==> config.mk <==
export PLATFORM = sky130hd
export DESIGN_NAME = sorted_deadline_timer_queue_top
export DESIGN_NICKNAME = d
export VERILOG_FILES = /design/src/hdl/sdtq_pkg.sv /design/src/hdl/sdtq_alu.sv /design/src/hdl/sdtq_store.sv /design/src/hdl/sdtq_seq.sv /design/src/hdl/sorted_deadline_timer_queue_top.sv
export VERILOG_INCLUDE_DIRS = /design/src /design/src/hdl
export SDC_FILE = /design/constraint.sdc
export NUM_CORES = 1
export LEC_CHECK = 0
export BUFFER_PORTS_ARGS = -buffer_cell sky130_fd_sc_hd__buf_2
export CAP_MARGIN = 20
export CORE_MARGIN = 2
export CORE_UTILIZATION = 46
export CTS_CLUSTER_DIAMETER = 40
export CTS_CLUSTER_SIZE = 24
export DETAILED_ROUTE_END_ITERATION = 8
export SKIP_CTS_REPAIR_TIMING = 1
export SYNTH_ARGS = -nofsm -noshare
export SYNTH_HDL_FRONTEND = slang
export SYNTH_SLANG_ARGS = --single-unit
export TNS_END_PERCENT = 20
==> constraint.sdc <==
create_clock -name aclk -period 7.38 [get_ports aclk]
set_input_delay 0.369 -clock aclk [delete_from_list [all_inputs] [get_ports aclk]]
set_output_delay 0.369 -clock aclk [all_outputs]
set_load 0.02 [all_outputs]
==> src/hdl/sorted_deadline_timer_queue_top_macros.svh <==
// Assertion helpers used by the timer queue sequencer.
`ifndef SORTED_DEADLINE_TIMER_QUEUE_TOP_MACROS_SVH
`define SORTED_DEADLINE_TIMER_QUEUE_TOP_MACROS_SVH
`ifndef SYNTHESIS
`define SDTQ_ASSERT_IMP(label, clk, rstn, ante, cons, msg) \
    label: assert property (@(posedge clk) disable iff (!rstn) (ante) |-> (cons)) \
        else $error(msg);
`define SDTQ_ASSERT_NXT(label, clk, rstn, ante, cons, msg) \
    label: assert property (@(posedge clk) disable iff (!rstn) (ante) |=> (cons)) \
        else $error(msg);
`else
`define SDTQ_ASSERT_IMP(label, clk, rstn, ante, cons, msg)
`define SDTQ_ASSERT_NXT(label, clk, rstn, ante, cons, msg)
`endif
`endif

==> src/hdl/sdtq_pkg.sv <==
`default_nettype none
package sdtq_pkg;

    localparam int TIME_WIDTH = 32;
    localparam int ID_WIDTH   = 16;

    localparam logic [1:0] OP_SET   = 2'd0;
    localparam logic [1:0] OP_STOP  = 2'd1;
    localparam logic [1:0] OP_CHECK = 2'd2;

    localparam logic [1:0] KIND_SET     = 2'd0;
    localparam logic [1:0] KIND_STOP    = 2'd1;
    localparam logic [1:0] KIND_EXPIRED = 2'd2;
    localparam logic [1:0] KIND_WAIT    = 2'd3;

    typedef struct packed {
        logic [1:0]            op;
        logic [ID_WIDTH-1:0]   timer_id;
        logic [TIME_WIDTH-1:0] deadline;
        logic [TIME_WIDTH-1:0] now;
    } sdtq_in_t;

    typedef struct packed {
        logic [1:0]            kind;
        logic [ID_WIDTH-1:0]   out_id;
        logic                  ok;
        logic [TIME_WIDTH-1:0] wait_res;
        logic                  last;
    } sdtq_out_t;

    typedef struct packed {
        logic [ID_WIDTH-1:0]   id;
        logic [TIME_WIDTH-1:0] deadline;
    } sdtq_entry_t;

    typedef struct packed {
        logic                  le;
        logic                  id_eq;
        logic [TIME_WIDTH-1:0] diff;
    } sdtq_cmp_t;

    typedef enum logic [3:0] {
        S_IDLE,
        S_DISPATCH,
        S_SET_RD,
        S_SET_CMP,
        S_STOP_RD,
        S_STOP_CMP,
        S_SHIFT_RD,
        S_SHIFT_WR,
        S_CHK_RD,
        S_CHK_CMP,
        S_EMIT
    } sdtq_state_t;

endpackage
`default_nettype wire

==> src/hdl/sdtq_alu.sv <==
`default_nettype none
module sdtq_alu
    import sdtq_pkg::*;
(
    input  wire logic [TIME_WIDTH-1:0] a_time,
    input  wire logic [TIME_WIDTH-1:0] b_time,
    input  wire logic [ID_WIDTH-1:0]   a_id,
    input  wire logic [ID_WIDTH-1:0]   b_id,
    output sdtq_cmp_t                  cmp
);

    logic [TIME_WIDTH:0] sub;

    // a - b with borrow; a <= b when it borrows or lands on zero
    assign sub       = {1'b0, a_time} - {1'b0, b_time};
    assign cmp.le    = sub[TIME_WIDTH] | (sub[TIME_WIDTH-1:0] == '0);
    assign cmp.diff  = sub[TIME_WIDTH-1:0];
    assign cmp.id_eq = (a_id == b_id);

endmodule
`default_nettype wire

==> src/hdl/sdtq_store.sv <==
`default_nettype none
module sdtq_store
    import sdtq_pkg::*;
#(
    parameter int DEPTH = 16,
    parameter int AW    = $clog2(DEPTH)
) (
    input  wire logic          aclk,
    input  wire logic          wr_en,
    input  wire logic [AW-1:0] wr_addr,
    input  wire sdtq_entry_t   wr_data,
    input  wire logic          rd_en,
    input  wire logic [AW-1:0] rd_addr,
    output sdtq_entry_t        rd_data
);

    sdtq_entry_t store_reg [DEPTH];
    sdtq_entry_t rd_data_reg;

    always_ff @(posedge aclk) begin
        if (wr_en) begin
            store_reg[wr_addr] <= wr_data;
        end
    end

    always_ff @(posedge aclk) begin
        if (rd_en) begin
            rd_data_reg <= store_reg[rd_addr];
        end
    end

    assign rd_data = rd_data_reg;

endmodule
`default_nettype wire

==> src/hdl/sdtq_seq.sv <==
`default_nettype none
`include "sorted_deadline_timer_queue_top_macros.svh"
module sdtq_seq
    import sdtq_pkg::*;
#(
    parameter int DEPTH = 16,
    parameter int AW    = $clog2(DEPTH)
) (
    input  wire logic          aclk,
    input  wire logic          aresetn,
    input  wire logic          s_valid,
    output logic               s_ready,
    input  wire sdtq_in_t      s_data,
    output logic               emit_valid,
    input  wire logic          emit_ready,
    output sdtq_out_t          emit_data,
    output logic               wr_en,
    output logic [AW-1:0]      wr_addr,
    output sdtq_entry_t        wr_data,
    output logic               rd_en,
    output logic [AW-1:0]      rd_addr,
    input  wire sdtq_entry_t   rd_data
);

    localparam int CW = $clog2(DEPTH + 1);

    sdtq_state_t           state_reg, state_next;
    logic [CW-1:0]         cnt_reg, cnt_next;
    logic [CW-1:0]         idx_reg, idx_next;
    sdtq_out_t             res_reg, res_next;
    logic [1:0]            op_reg;
    logic [ID_WIDTH-1:0]   id_reg;
    logic [TIME_WIDTH-1:0] dl_reg;
    logic [TIME_WIDTH-1:0] now_reg;

    logic [TIME_WIDTH-1:0] cmp_b;
    sdtq_cmp_t             cmp;
    logic [CW-1:0]         idx_inc;
    logic [CW-1:0]         idx_dec;
    logic                  full;
    logic                  shift_end;
    sdtq_entry_t           new_entry;

    assign cmp_b     = (op_reg == OP_SET) ? dl_reg : now_reg;
    assign idx_inc   = idx_reg + CW'(1);
    assign idx_dec   = idx_reg - CW'(1);
    assign full      = (cnt_reg == CW'(DEPTH));
    assign shift_end = (idx_inc >= cnt_reg);
    assign new_entry = '{id: id_reg, deadline: dl_reg};

    sdtq_alu u_alu (
        .a_time (rd_data.deadline),
        .b_time (cmp_b),
        .a_id   (rd_data.id),
        .b_id   (id_reg),
        .cmp    (cmp)
    );

    always_ff @(posedge aclk) begin
        if (!aresetn) begin
            state_reg <= S_IDLE;
            cnt_reg   <= '0;
        end else begin
            state_reg <= state_next;
            cnt_reg   <= cnt_next;
        end
    end

    always_ff @(posedge aclk) begin
        idx_reg <= idx_next;
        res_reg <= res_next;
        if (s_valid && s_ready) begin
            op_reg  <= s_data.op;
            id_reg  <= s_data.timer_id;
            dl_reg  <= s_data.deadline;
            now_reg <= s_data.now;
        end
    end

    always_comb begin
        state_next = state_reg;
        unique case (state_reg)
            S_IDLE: begin
                if (s_valid) state_next = S_DISPATCH;
            end
            S_DISPATCH: begin
                unique case (op_reg)
                    OP_SET:   state_next = full ? S_EMIT : S_SET_RD;
                    OP_STOP:  state_next = (id_reg == '0) ? S_EMIT : S_STOP_RD;
                    OP_CHECK: state_next = S_CHK_RD;
                    default:  state_next = S_IDLE;
                endcase
            end
            S_SET_RD: begin
                state_next = (idx_reg == '0) ? S_EMIT : S_SET_CMP;
            end
            S_SET_CMP: begin
                state_next = cmp.le ? S_EMIT : S_SET_RD;
            end
            S_STOP_RD: begin
                state_next = (idx_reg == cnt_reg) ? S_EMIT : S_STOP_CMP;
            end
            S_STOP_CMP: begin
                state_next = cmp.id_eq ? S_SHIFT_RD : S_STOP_RD;
            end
            S_SHIFT_RD: begin
                if (!shift_end) state_next = S_SHIFT_WR;
                else if (op_reg == OP_CHECK) state_next = S_CHK_RD;
                else state_next = S_EMIT;
            end
            S_SHIFT_WR: begin
                state_next = S_SHIFT_RD;
            end
            S_CHK_RD: begin
                state_next = (cnt_reg == '0) ? S_EMIT : S_CHK_CMP;
            end
            S_CHK_CMP: begin
                state_next = S_EMIT;
            end
            S_EMIT: begin
                // an expired beat is followed by removal of the head entry
                if (emit_ready) state_next = res_reg.last ? S_IDLE : S_SHIFT_RD;
            end
            default: state_next = S_IDLE;
        endcase
    end

    always_comb begin
        s_ready    = 1'b0;
        emit_valid = 1'b0;
        rd_en      = 1'b0;
        rd_addr    = idx_reg[AW-1:0];
        wr_en      = 1'b0;
        wr_addr    = idx_reg[AW-1:0];
        wr_data    = rd_data;
        cnt_next   = cnt_reg;
        idx_next   = idx_reg;
        res_next   = res_reg;
        unique case (state_reg)
            S_IDLE: begin
                s_ready = 1'b1;
            end
            S_DISPATCH: begin
                res_next = '{kind: KIND_SET, out_id: id_reg, ok: 1'b0,
                             wait_res: '0, last: 1'b1};
                idx_next = '0;
                if (op_reg == OP_SET) begin
                    idx_next = cnt_reg;
                end else if (op_reg == OP_STOP) begin
                    res_next.kind = KIND_STOP;
                end
            end
            S_SET_RD: begin
                if (idx_reg == '0) begin
                    wr_en       = 1'b1;
                    wr_data     = new_entry;
                    cnt_next    = cnt_reg + CW'(1);
                    res_next.ok = 1'b1;
                end else begin
                    rd_en   = 1'b1;
                    rd_addr = idx_dec[AW-1:0];
                end
            end
            S_SET_CMP: begin
                // walk from the tail: move later entries up one slot
                wr_en = 1'b1;
                if (cmp.le) begin
                    wr_data     = new_entry;
                    cnt_next    = cnt_reg + CW'(1);
                    res_next.ok = 1'b1;
                end else begin
                    idx_next = idx_dec;
                end
            end
            S_STOP_RD: begin
                rd_en = (idx_reg != cnt_reg);
            end
            S_STOP_CMP: begin
                if (cmp.id_eq) res_next.ok = 1'b1;
                else idx_next = idx_inc;
            end
            S_SHIFT_RD: begin
                if (shift_end) begin
                    cnt_next = cnt_reg - CW'(1);
                end else begin
                    rd_en   = 1'b1;
                    rd_addr = idx_inc[AW-1:0];
                end
            end
            S_SHIFT_WR: begin
                wr_en    = 1'b1;
                idx_next = idx_inc;
            end
            S_CHK_RD: begin
                if (cnt_reg == '0) begin
                    res_next = '{kind: KIND_WAIT, out_id: '0, ok: 1'b1,
                                 wait_res: '0, last: 1'b1};
                end else begin
                    rd_en   = 1'b1;
                    rd_addr = '0;
                end
            end
            S_CHK_CMP: begin
                if (cmp.le) begin
                    res_next = '{kind: KIND_EXPIRED, out_id: rd_data.id, ok: 1'b1,
                                 wait_res: '0, last: 1'b0};
                end else begin
                    res_next = '{kind: KIND_WAIT, out_id: '0, ok: 1'b1,
                                 wait_res: cmp.diff, last: 1'b1};
                end
            end
            S_EMIT: begin
                emit_valid = 1'b1;
                if (emit_ready && !res_reg.last) idx_next = '0;
            end
            default: begin
            end
        endcase
    end

    assign emit_data = res_reg;

    `SDTQ_ASSERT_IMP(a_cnt_bound, aclk, aresetn, 1'b1, cnt_reg <= CW'(DEPTH),
        "entry count above depth")
    `SDTQ_ASSERT_IMP(a_mem_quiet, aclk, aresetn,
        (state_reg == S_IDLE) || (state_reg == S_EMIT) || (state_reg == S_DISPATCH),
        !wr_en && !rd_en, "store accessed outside a walk")
    `SDTQ_ASSERT_IMP(a_last_kind, aclk, aresetn, emit_valid,
        res_reg.last == (res_reg.kind != KIND_EXPIRED), "last flag does not match result kind")
    `SDTQ_ASSERT_NXT(a_back_idle, aclk, aresetn, emit_valid && emit_ready && res_reg.last,
        s_ready, "not ready after final beat")

endmodule
`default_nettype wire

==> src/hdl/sorted_deadline_timer_queue_top.sv <==
`default_nettype none
// Sorted timer queue: holds up to DEPTH (id, deadline) timers in one memory with a
// registered read port, kept in ascending deadline order with ties in arrival order. One
// request is worked at a time; s_ready is high only in the idle state between requests.
// Every entry visited takes a registered memory read, then a compare in the shared
// subtract/compare unit or a write-back. A set walks up from the tail, moving later
// entries up one slot until its place is found; a full queue rejects it with ok low. A
// stop searches from the head and moves the entries behind the hit down one slot; id zero
// or a miss ends with ok low. A check emits one expired beat per timer at or past now,
// each followed by removal of the head entry, then a final wait beat (zero when the list
// is empty); an unused op returns to idle with no result. A stall on m_ready holds the
// emit state. Results leave through an output register, so the next request can be taken
// while the last beat of the previous one waits on m_ready.
module sorted_deadline_timer_queue_top
    import sdtq_pkg::*;
#(
    parameter int DEPTH = 16
) (
    input  wire logic     aclk,
    input  wire logic     aresetn,
    input  wire logic     s_valid,
    output logic          s_ready,
    input  wire sdtq_in_t s_data,
    output logic          m_valid,
    input  wire logic     m_ready,
    output sdtq_out_t     m_data
);

    localparam int AW = $clog2(DEPTH);

    logic          emit_valid;
    logic          emit_ready;
    sdtq_out_t     emit_data;
    logic          wr_en;
    logic [AW-1:0] wr_addr;
    sdtq_entry_t   wr_data;
    logic          rd_en;
    logic [AW-1:0] rd_addr;
    sdtq_entry_t   rd_data;
    logic          m_valid_reg;
    sdtq_out_t     m_data_reg;

    sdtq_seq #(.DEPTH(DEPTH), .AW(AW)) u_seq (
        .aclk       (aclk),
        .aresetn    (aresetn),
        .s_valid    (s_valid),
        .s_ready    (s_ready),
        .s_data     (s_data),
        .emit_valid (emit_valid),
        .emit_ready (emit_ready),
        .emit_data  (emit_data),
        .wr_en      (wr_en),
        .wr_addr    (wr_addr),
        .wr_data    (wr_data),
        .rd_en      (rd_en),
        .rd_addr    (rd_addr),
        .rd_data    (rd_data)
    );

    sdtq_store #(.DEPTH(DEPTH), .AW(AW)) u_store (
        .aclk    (aclk),
        .wr_en   (wr_en),
        .wr_addr (wr_addr),
        .wr_data (wr_data),
        .rd_en   (rd_en),
        .rd_addr (rd_addr),
        .rd_data (rd_data)
    );

    // take a new beat when the output slot is empty or drains this cycle
    assign emit_ready = !m_valid_reg || m_ready;

    always_ff @(posedge aclk) begin
        if (!aresetn) begin
            m_valid_reg <= 1'b0;
        end else if (emit_ready) begin
            m_valid_reg <= emit_valid;
        end
    end

    always_ff @(posedge aclk) begin
        if (emit_valid && emit_ready) begin
            m_data_reg <= emit_data;
        end
    end

    assign m_valid = m_valid_reg;
    assign m_data  = m_data_reg;

endmodule
`default_nettype wire
**Word level (Yosys, flattened, before mapping)**

Memory sizes are Yosys's and may differ from the RTL's. A register that Yosys moved wholly into a read port is not among the register bits.
Index checks and enable logic that the tools add are counted.

- Register bits after elaboration: 201
- Bits in latches: 0
- RAM bits: 768
- ROM bits: 0
- Memories: 1

- Add/subtract/negate cells: 5
- $mul: 0
- Divide/modulo/power cells: 0
- $lt $le $gt $ge: 1
- Equality and inequality tests: 26
- Shift operators: 0
- Mux-type cells: 51
- Bitwise logic cells: 1
- Reduce and logical (&&, ||, !) cells: 22

Memories:

| name | depth | bits a word | read ports | clocked after Yosys merged registers in | write ports | RTL line | source |
|---|---|---|---|---|---|---|---|
| u_store.store_reg | 16 | 48 | 1 | 1 | 1 | sdtq_store.sv:17 | `sdtq_entry_t store_reg [DEPTH];` |

Operators with widths:

| kind | count |
|---|---|
| $pmux W33 S3 | 1 |
| $mux W48 | 2 |
| $pmux W48 S2 | 1 |
| $pmux W18 S3 | 1 |
| $mux W52 | 1 |
| $mux W51 | 1 |
| $mux W4 | 11 |
| $pmux W4 S11 | 1 |
| $mux W5 | 7 |
| $sub A32 B32 Y33 | 1 |
| $logic_not A32 Y1 | 1 |
| $mux W32 | 1 |
| $pmux W5 S5 | 1 |
| $pmux W4 S3 | 2 |
| $eq A16 B16 Y1 | 1 |
| $eq A4 B3 Y1 const B | 4 |
| $logic_not A16 Y1 | 1 |
| $pmux W5 S3 | 1 |
| $eq A4 B4 Y1 const B | 3 |
| $mux W1 | 12 |
| $ne A2 B1 Y1 const B | 6 |
| $add A5 B1 Y5 const B | 2 |
| $logic_not A5 Y1 | 2 |
| $sub A5 B1 Y5 const B | 2 |
| other kinds (27) | 40 |

**Longest topological paths before layout**

Gate-level depths: netlist (run 1).

- Word-level depth: 7
- Gate-level depth with buffers: 19
- Mapped depth without buffers: 16

**Hierarchy**

Synthesis (run 1) repeated with hierarchy kept, for this count alone.

- Cell total of the unflattened synthesis: 2311
- Area, all modules: 41666.2 sq um

Modules (own cells, without submodules):

| module | instances | cells each | area each (sq um) | seq. area each (sq um) |
|---|---|---|---|---|
| sdtq_store | 1 | 1242 | 30171.4 | 24503.5 |
| sdtq_seq | 1 | 617 | 7181.9 | 4354.2 |
| sdtq_alu | 1 | 395 | 2693.8 | 0.0 |
| sorted_deadline_timer_queue_top | 1 | 57 | 1619.1 | 1581.5 |

**Least setup slack after synthesis (run 1)**

No wires, ideal clock.

- Path kind: register -> register
- Start: register u_seq.op_reg[0]
- End: memory u_store.store_reg[0][0] (netlist name), data pin
- Arrival time: 4.861 ns
- Slack: 2.243 ns
- Cell stages (with the launch flop): 19
- Path buffers: 4
- Path through: edfxtp_1 > nor2_1 > clkbuf_1 > mux2i_1 > ha_1 > o211ai_1 > o21a_1 > a2111oi_0 > nor3b_2 > a31oi_1 > xnor2_1 > nand4_1 > or4b_4 > or2_1 > buf_6 > a31o_4 > buf_6 > buf_6 > mux2_4

RTL lines:

| item | RTL line | source |
|---|---|---|
| start: declaration | sdtq_seq.sv:31 | `logic [1:0] op_reg;` |
| start signal: assignment | sdtq_seq.sv:73 | `op_reg <= s_data.op;` |
| end: declaration | sdtq_store.sv:17 |  |

==> results of run 1 <==
where the power goes:
| group | leakage, uW | switching (uW) | internal, uW |
|---|---|---|---|
| registers | 0.00922 | 438 | 7700 |
| clock network | 0.00210 | 2560 | 3670 |
| logic | 0.00625 | 4700 | 2080 |
worst max-delay path, delay by kind of cell, from the launching register on:
family                   cells  cell delay [ns]
AND/OR/NAND/NOR              5             1.21
AO/OA/AOI/OAI                5             1.64
buffers and inverters        2             0.86
XOR/XNOR                     1             0.17
flip-flops                   1             0.47
multiplexers                 2             0.81
adder cells (fa/ha/maj)      1             0.31
kinds of logic after synthesis:
kind of cell	count (synthesis)
AO/OA/AOI/OAI	310
AND/OR/NAND/NOR	1512
flip-flops	1017
multiplexers	83
XOR/XNOR	53
buffers and inverters	218
adder cells (fa/ha/maj)	47
worst max-delay path by stage:
stage	slack (ns)	from	to
finish	1.52	u_seq.op_reg[0]	u_store.store_reg[9][16]
global route	1.19	u_seq.op_reg[0]	u_store.store_reg[12][16]
CTS	1.55	u_seq.op_reg[0]	u_store.store_reg[9][16]
detailed placement	1.55	u_seq.op_reg[0]	u_store.store_reg[9][16]
global placement	1.80	u_seq.op_reg[0]	u_store.store_reg[11][17]
floorplan	2.24	u_seq.op_reg[0]	u_store.store_reg[0][0]
metal layers:
| metal | part of all wire, % | track usage, % | wire length [microns] | up-vias |
|---|---|---|---|---|
| met4 | 3.2 | 9.144 | 3878 | 0 |
| met5 | 0 | 0 | 0 | - |
| met2 | 46 | 39.86 | 56660 | 1511 |
| met1 | 41 | 35.78 | 49550 | 14090 |
| li1 | - | - | - | 12490 |
| met3 | 9.8 | 4.817 | 11910 | 254 |
through the flow:
stage | area (sq um) | worst slack, ns | power (uW) | hold slack (ns)
after floorplan | 42300 | 2.243 | 12640 | 0.4003
after global placement | 44410 | 1.801 | 14690 | 0.4070
after detailed placement | 44410 | 1.553 | 14850 | 0.4045
after CTS | 48740 | 1.547 | 21070 | -0.2344
after global routing | 49590 | 1.192 | 22060 | 0.009185
final | 49590 | 1.523 | 21140 | 0.01422
layout make-up:
cell class / instances / area (sq um)
well taps: 1186 / 1484
flip-flops and latches: 1017 / 30440
clock buffers: 144 / 3422
repair buffers: 275 / 2042
inverters: 22 / 82.58
clock inverters: 93 / 905.9
multi-input cells: 2005 / 11210
fillers: 7373 / 41800
layout by cell type (no fill, tap or decap), drive strengths merged, types with 12 or more instances in the layout:
cell type	Yosys	routed
clkbuf	170	144
xor2	19	19
a21oi	63	63
o21ai	25	25
nand3	408	408
and3	63	63
ha	45	45
nor3	16	16
dlygate4sd3	0	82
mux2	49	49
nand2	822	822
nand4	62	62
a21o	18	18
a31oi	53	53
clkinvlp	0	12
mux2i	34	34
edfxtp	1007	1007
xnor2	34	34
a22o	18	18
inv	22	48
clkinv	0	48
nor2	84	84
buf	26	193
a32oi	52	52
==> results.ini, run 1 <==
[clocking]
cts_buffer_depth=3
cts_tree=done
cts_buffers=132
clock_sinks=1017
cts.clk_slew.worst_paths_ns=0.06
insertion_delay_ns=0.74
htreeDepth=4
root_buffer=clkbuf_16

[sta]
slew_viol_final=0
worstMarginPinSlew_ns=1.197
post-route-min-period_ns=5.857
period_share_pct=79.37
finalHoldViolCount=0
fmax_mhz=170.7
rsz0062_at_grt=false
clock_skew_ns=0.03052
tns_ns=0
relSlewSlack_pct=20.20
setup-violations-final=0

[synthesis]
synth_edf_count=1007
synth-main-ff-cell=edfxtp_1
ys_warn_count=0
synth-compound-area-share_pct=5.294
synth_top_family_by_area=simple AND/OR/NAND/NOR gates
synth.distinct_cells=74
synth_xor_area_share_pct=1.097
syn_nets=3373
synthArstFlopShare_pct=0
yosysSeqAreaShare_pct=71.96
yosysMostFrequentCell=edfxtp_1
yosys.area_share.simple_pct=15.84
synth.area.top_cells=edfxtp_1 (71%), nand2_1 (7.3%), nand3_1 (4.8%)
synth_area_per_cell_sq_um=13.06
yosys-top-cells-count=edfxtp_1 (1007), nand2_1 (822), nand3_1 (408)
muxShareOfSynthArea_pct=2.286
synth_seq_cells=1017
synth_cells=3240
synthAdderAreaFrac_pct=1.426
synth_top_area_share_pct=71.48
syn-cell-area_sq_mm=0.04230
yosysTopAreaCell=edfxtp_1

[setup_path]
endpoint_kind=flop
r2r_cells=16
cp_cell_sequence=nor2_4, buf_4, mux2i_1, fa_1, a211oi_2, o21a_1, a2111oi_0, nor3b_2, a31oi_1, xnor2_1, nand4_1, or4b_4, or2_1, a31o_4, buf_4, mux2_2
required_ns=7.81
critPathSlowestCell=a2111oi_0
path_class=flop to flop
cpMostUsedCell=buf_4
startpoint_type=flop
r2r-end=u_store.store_reg[9][16]
cp_data_arrival_time_ns=6.29
critPathMaxStageDelay_ns=0.59
critPathMaxFanout=32
reg2reg_slack_ns=1.52
r2r-start=u_seq.op_reg[0]

[placed_design]
gp_congestion=0.9428
dp.cells=4422
hpwl_microns=67500
io_buffers=139

[detailed_routing]
wirelength_microns=122000
wl_per_cell_microns=25.73
postRouteAntennaNets=0
drc=0
viasPerCell=5.976
drt-initial-drc-count=3567
drt_first_pass_iters=5
vias=28340

[layout]
post_route_cells_drive_above_1_share_pct=14.23
layoutNonFillerInstCount=4742
n_antenna_cell=0
post-route-util_pct=54.26
syn_to_final_growth_pct=17.23
fin_nets=3586
largest_reg_flops=768

[floorplanning]
ios=140
initial_core_util_pct=46.29
die-area_sq_mm=0.09440
die_w_microns=307.3
core_sq_mm=0.09139
die-height_microns=307.3
num_rows=111

[grt]
grt_antenna_before_repair=2
grt_usage_pct=25.48
grt_pass1_wl_microns=176400
grt_start_max_net_pins=167
grt-ovfl-total=0
grt_pass1_vias=26520

[power]
leakage_uw=0.01757
power.density_mw_per_mm2=426.4
ir_drop_mv=0.2881

[flow_run]
drv_cap=0

[hold_path]
hold_depth=2
hold_start=aresetn
hold_path_class=input pin to flop
hold-path-endpoint=u_seq.state_reg[3]

[outcome]
status=complete, no violations

Power figures use the tool's default switching activity.
==> run 2, diff against run 1 <==
==> constraint.sdc (replaced) <==
create_clock -name aclk -period 5 [get_ports aclk]
set_input_delay 0.25 -clock aclk [delete_from_list [all_inputs] [get_ports aclk]]
set_output_delay 0.25 -clock aclk [all_outputs]
set_load 0.02 [all_outputs]
==> run 2 against run 1 <==
Fmax increased by 20%; total power grew 55%; clock skew is 0.0059 ns higher; cell area up 3.2%; highest routed layer unchanged.
==> results.ini, run 2 (synthesized netlist as in run 1, its figures left out) <==
[setup_path]
crit_start=u_seq.op_reg[0]
r2r_cells=17
critPathSlowestCell=or4b_4
cp_top_family=compound AO/OA/AOI/OAI gates
r2r-start=u_seq.op_reg[0]
cpMostUsedCell=buf_12
path_class=flop to flop
startpoint_type=flop
endpoint_kind=flop
cp_data_arrival_time_ns=5.34
cp_cell_sequence=nor2_4, buf_12, mux2i_1, ha_1, o211ai_1, o21a_2, a2111oi_4, buf_4, nor3b_2, a31oi_1, xnor2_1, nand4_1, or4b_4, or2_1, a31o_4, buf_12, mux2_4
required_ns=5.44
cp_num_buf_inv=3
critPathMaxStageDelay_ns=0.54
critPathMaxFanout=34
cp.depth=17

[grt]
grt_pass1_wl_microns=177800
grt_usage_pct=25.85
grt_pass1_vias=26780
grt_antenna_before_repair=2
grt-ovfl-total=0
grt_start_max_net_pins=87

[power]
seq_power_share_pct=36.8
switchingPower_uw=11840
leakage_uw=0.01836
ir_drop_mv=0.4543
swShare_pct=36.03
combPwrFrac_pct=33.3
power.share.clock_pct=29.9
power.density_mw_per_mm2=641.7
p_int_uw=21010

[detailed_routing]
viasPerCell=5.975
wl_per_cell_microns=25.89
postRouteAntennaNets=0
drc=0
drt_first_pass_iters=7
wirelength_microns=125400
drt-initial-drc-count=3886
vias=28930

[layout]
register_area_sq_mm=0.03044
syn_to_final_growth_pct=21.00
n_antenna_cell=0
n_fill_cell=7218
fin_nets=3678
multi_input_area_sq_mm=0.01150
largest_reg_flops=768
post_route_cells_drive_above_1_share_pct=16.79
final_cell_mix=edfxtp_1 (1007), nand2_1 (821), nand3_1 (408)
post-route-util_pct=56.01
mostFrequentLayoutCell=edfxtp_1
fin_area_sq_mm=0.05119

[clocking]
cts.clk_slew.worst_paths_ns=0.05
insertion_delay_ns=0.74
htreeDepth=4
root_buffer=clkbuf_16
cts_buffers=133
cts_buffer_depth=3
clock_sinks=1017
cts_tree=done

[placed_design]
hpwl_microns=71310
io_buffers=139
place_ws_ns=0.02751
placed_area_sq_mm=0.04537
gp_congestion=0.9333

[sta]
slew_viol_final=0
post-route-min-period_ns=4.897
finalHoldViolCount=0
relSlewSlack_pct=26.55
worstMarginPinSlew_ns=1.099
fmax_mhz=204.2
clock_skew_ns=0.03643
rsz0062_at_grt=true
period_share_pct=97.94
layout_setup_ws_ns=0.1030
setup-violations-final=0
tns_ns=0

[hold_path]
hold_depth=2
hold_path_class=input pin to flop
hold_start=s_data[26]

[floorplanning]
ios=140
die_w_microns=307.3
initial_core_util_pct=46.29
num_rows=111
die-area_sq_mm=0.09440
core_sq_mm=0.09139
die-height_microns=307.3

[outcome]
status=complete, no violations

[flow_run]
drv_cap=0

[run 2: path summary, 6_finish.rpt]
path / slack, ns / to
worst max-delay path: 0.10 / u_store.store_reg[7][17]
worst min-delay path: 0.21 / u_seq.now_reg[26]
worst max register to register: 0.10 / u_store.store_reg[7][17]
worst min register to register: 0.42 / m_data[42]
[run 2: power groups by stage]
stage	Combinational [uW]	Sequential [uW]	Clock [uW]
4_1_cts	10500	12000	9920
6_report	10900	12100	9810
2_1_floorplan	6890	11800	0
5_1_grt	11900	12100	10300
3_5_place_dp	10500	12200	0
3_3_place_gp	10200	12200	0
[run 2: cell type report]
class / instances / area share [%]
sequential: 1017 / 59.47
inverter: 22 / 0.1613
timing repair buffer: 352 / 5.901
multi-input combinational: 2019 / 22.48
clock buffer: 149 / 6.703
clock inverter: 97 / 2.393
tap: 1186 / 2.899
[run 2: stage by stage]
stage / instances / power (uW) / hold slack (ns)
after detailed placement: 4495 / 22680 / 0.4045
after global routing: 4842 / 34280 / 0.1930
final: 4842 / 32850 / 0.2141
after global placement: 4495 / 22450 / 0.4068
after floorplan: 3240 / 18650 / 0.3489
after CTS: 4741 / 32470 / -0.3588
[run 2: routing by layer]
metal  share of wire (%)  global-route usage [%]  vias up
met5                   0                       0        -
met4                 2.7                   8.599        0
met3                  11                   5.168      222
met2                  46                   39.99     1591
met1                  41                   36.78    14400
li1                    -                       -    12720
[run 2: worst reg2reg max path, cell delays in order (launching register included)]
cell       delay, ns
edfxtp_1        0.42
nor2_4          0.18
buf_12          0.21
mux2i_1         0.11
ha_1            0.42
o211ai_1        0.16
o21a_2          0.27
a2111oi_4       0.36
buf_4           0.17
nor3b_2         0.04
a31oi_1         0.19
xnor2_1         0.17
nand4_1         0.13
or4b_4          0.54
or2_1           0.27
a31o_4          0.28
buf_12          0.20
mux2_4          0.46
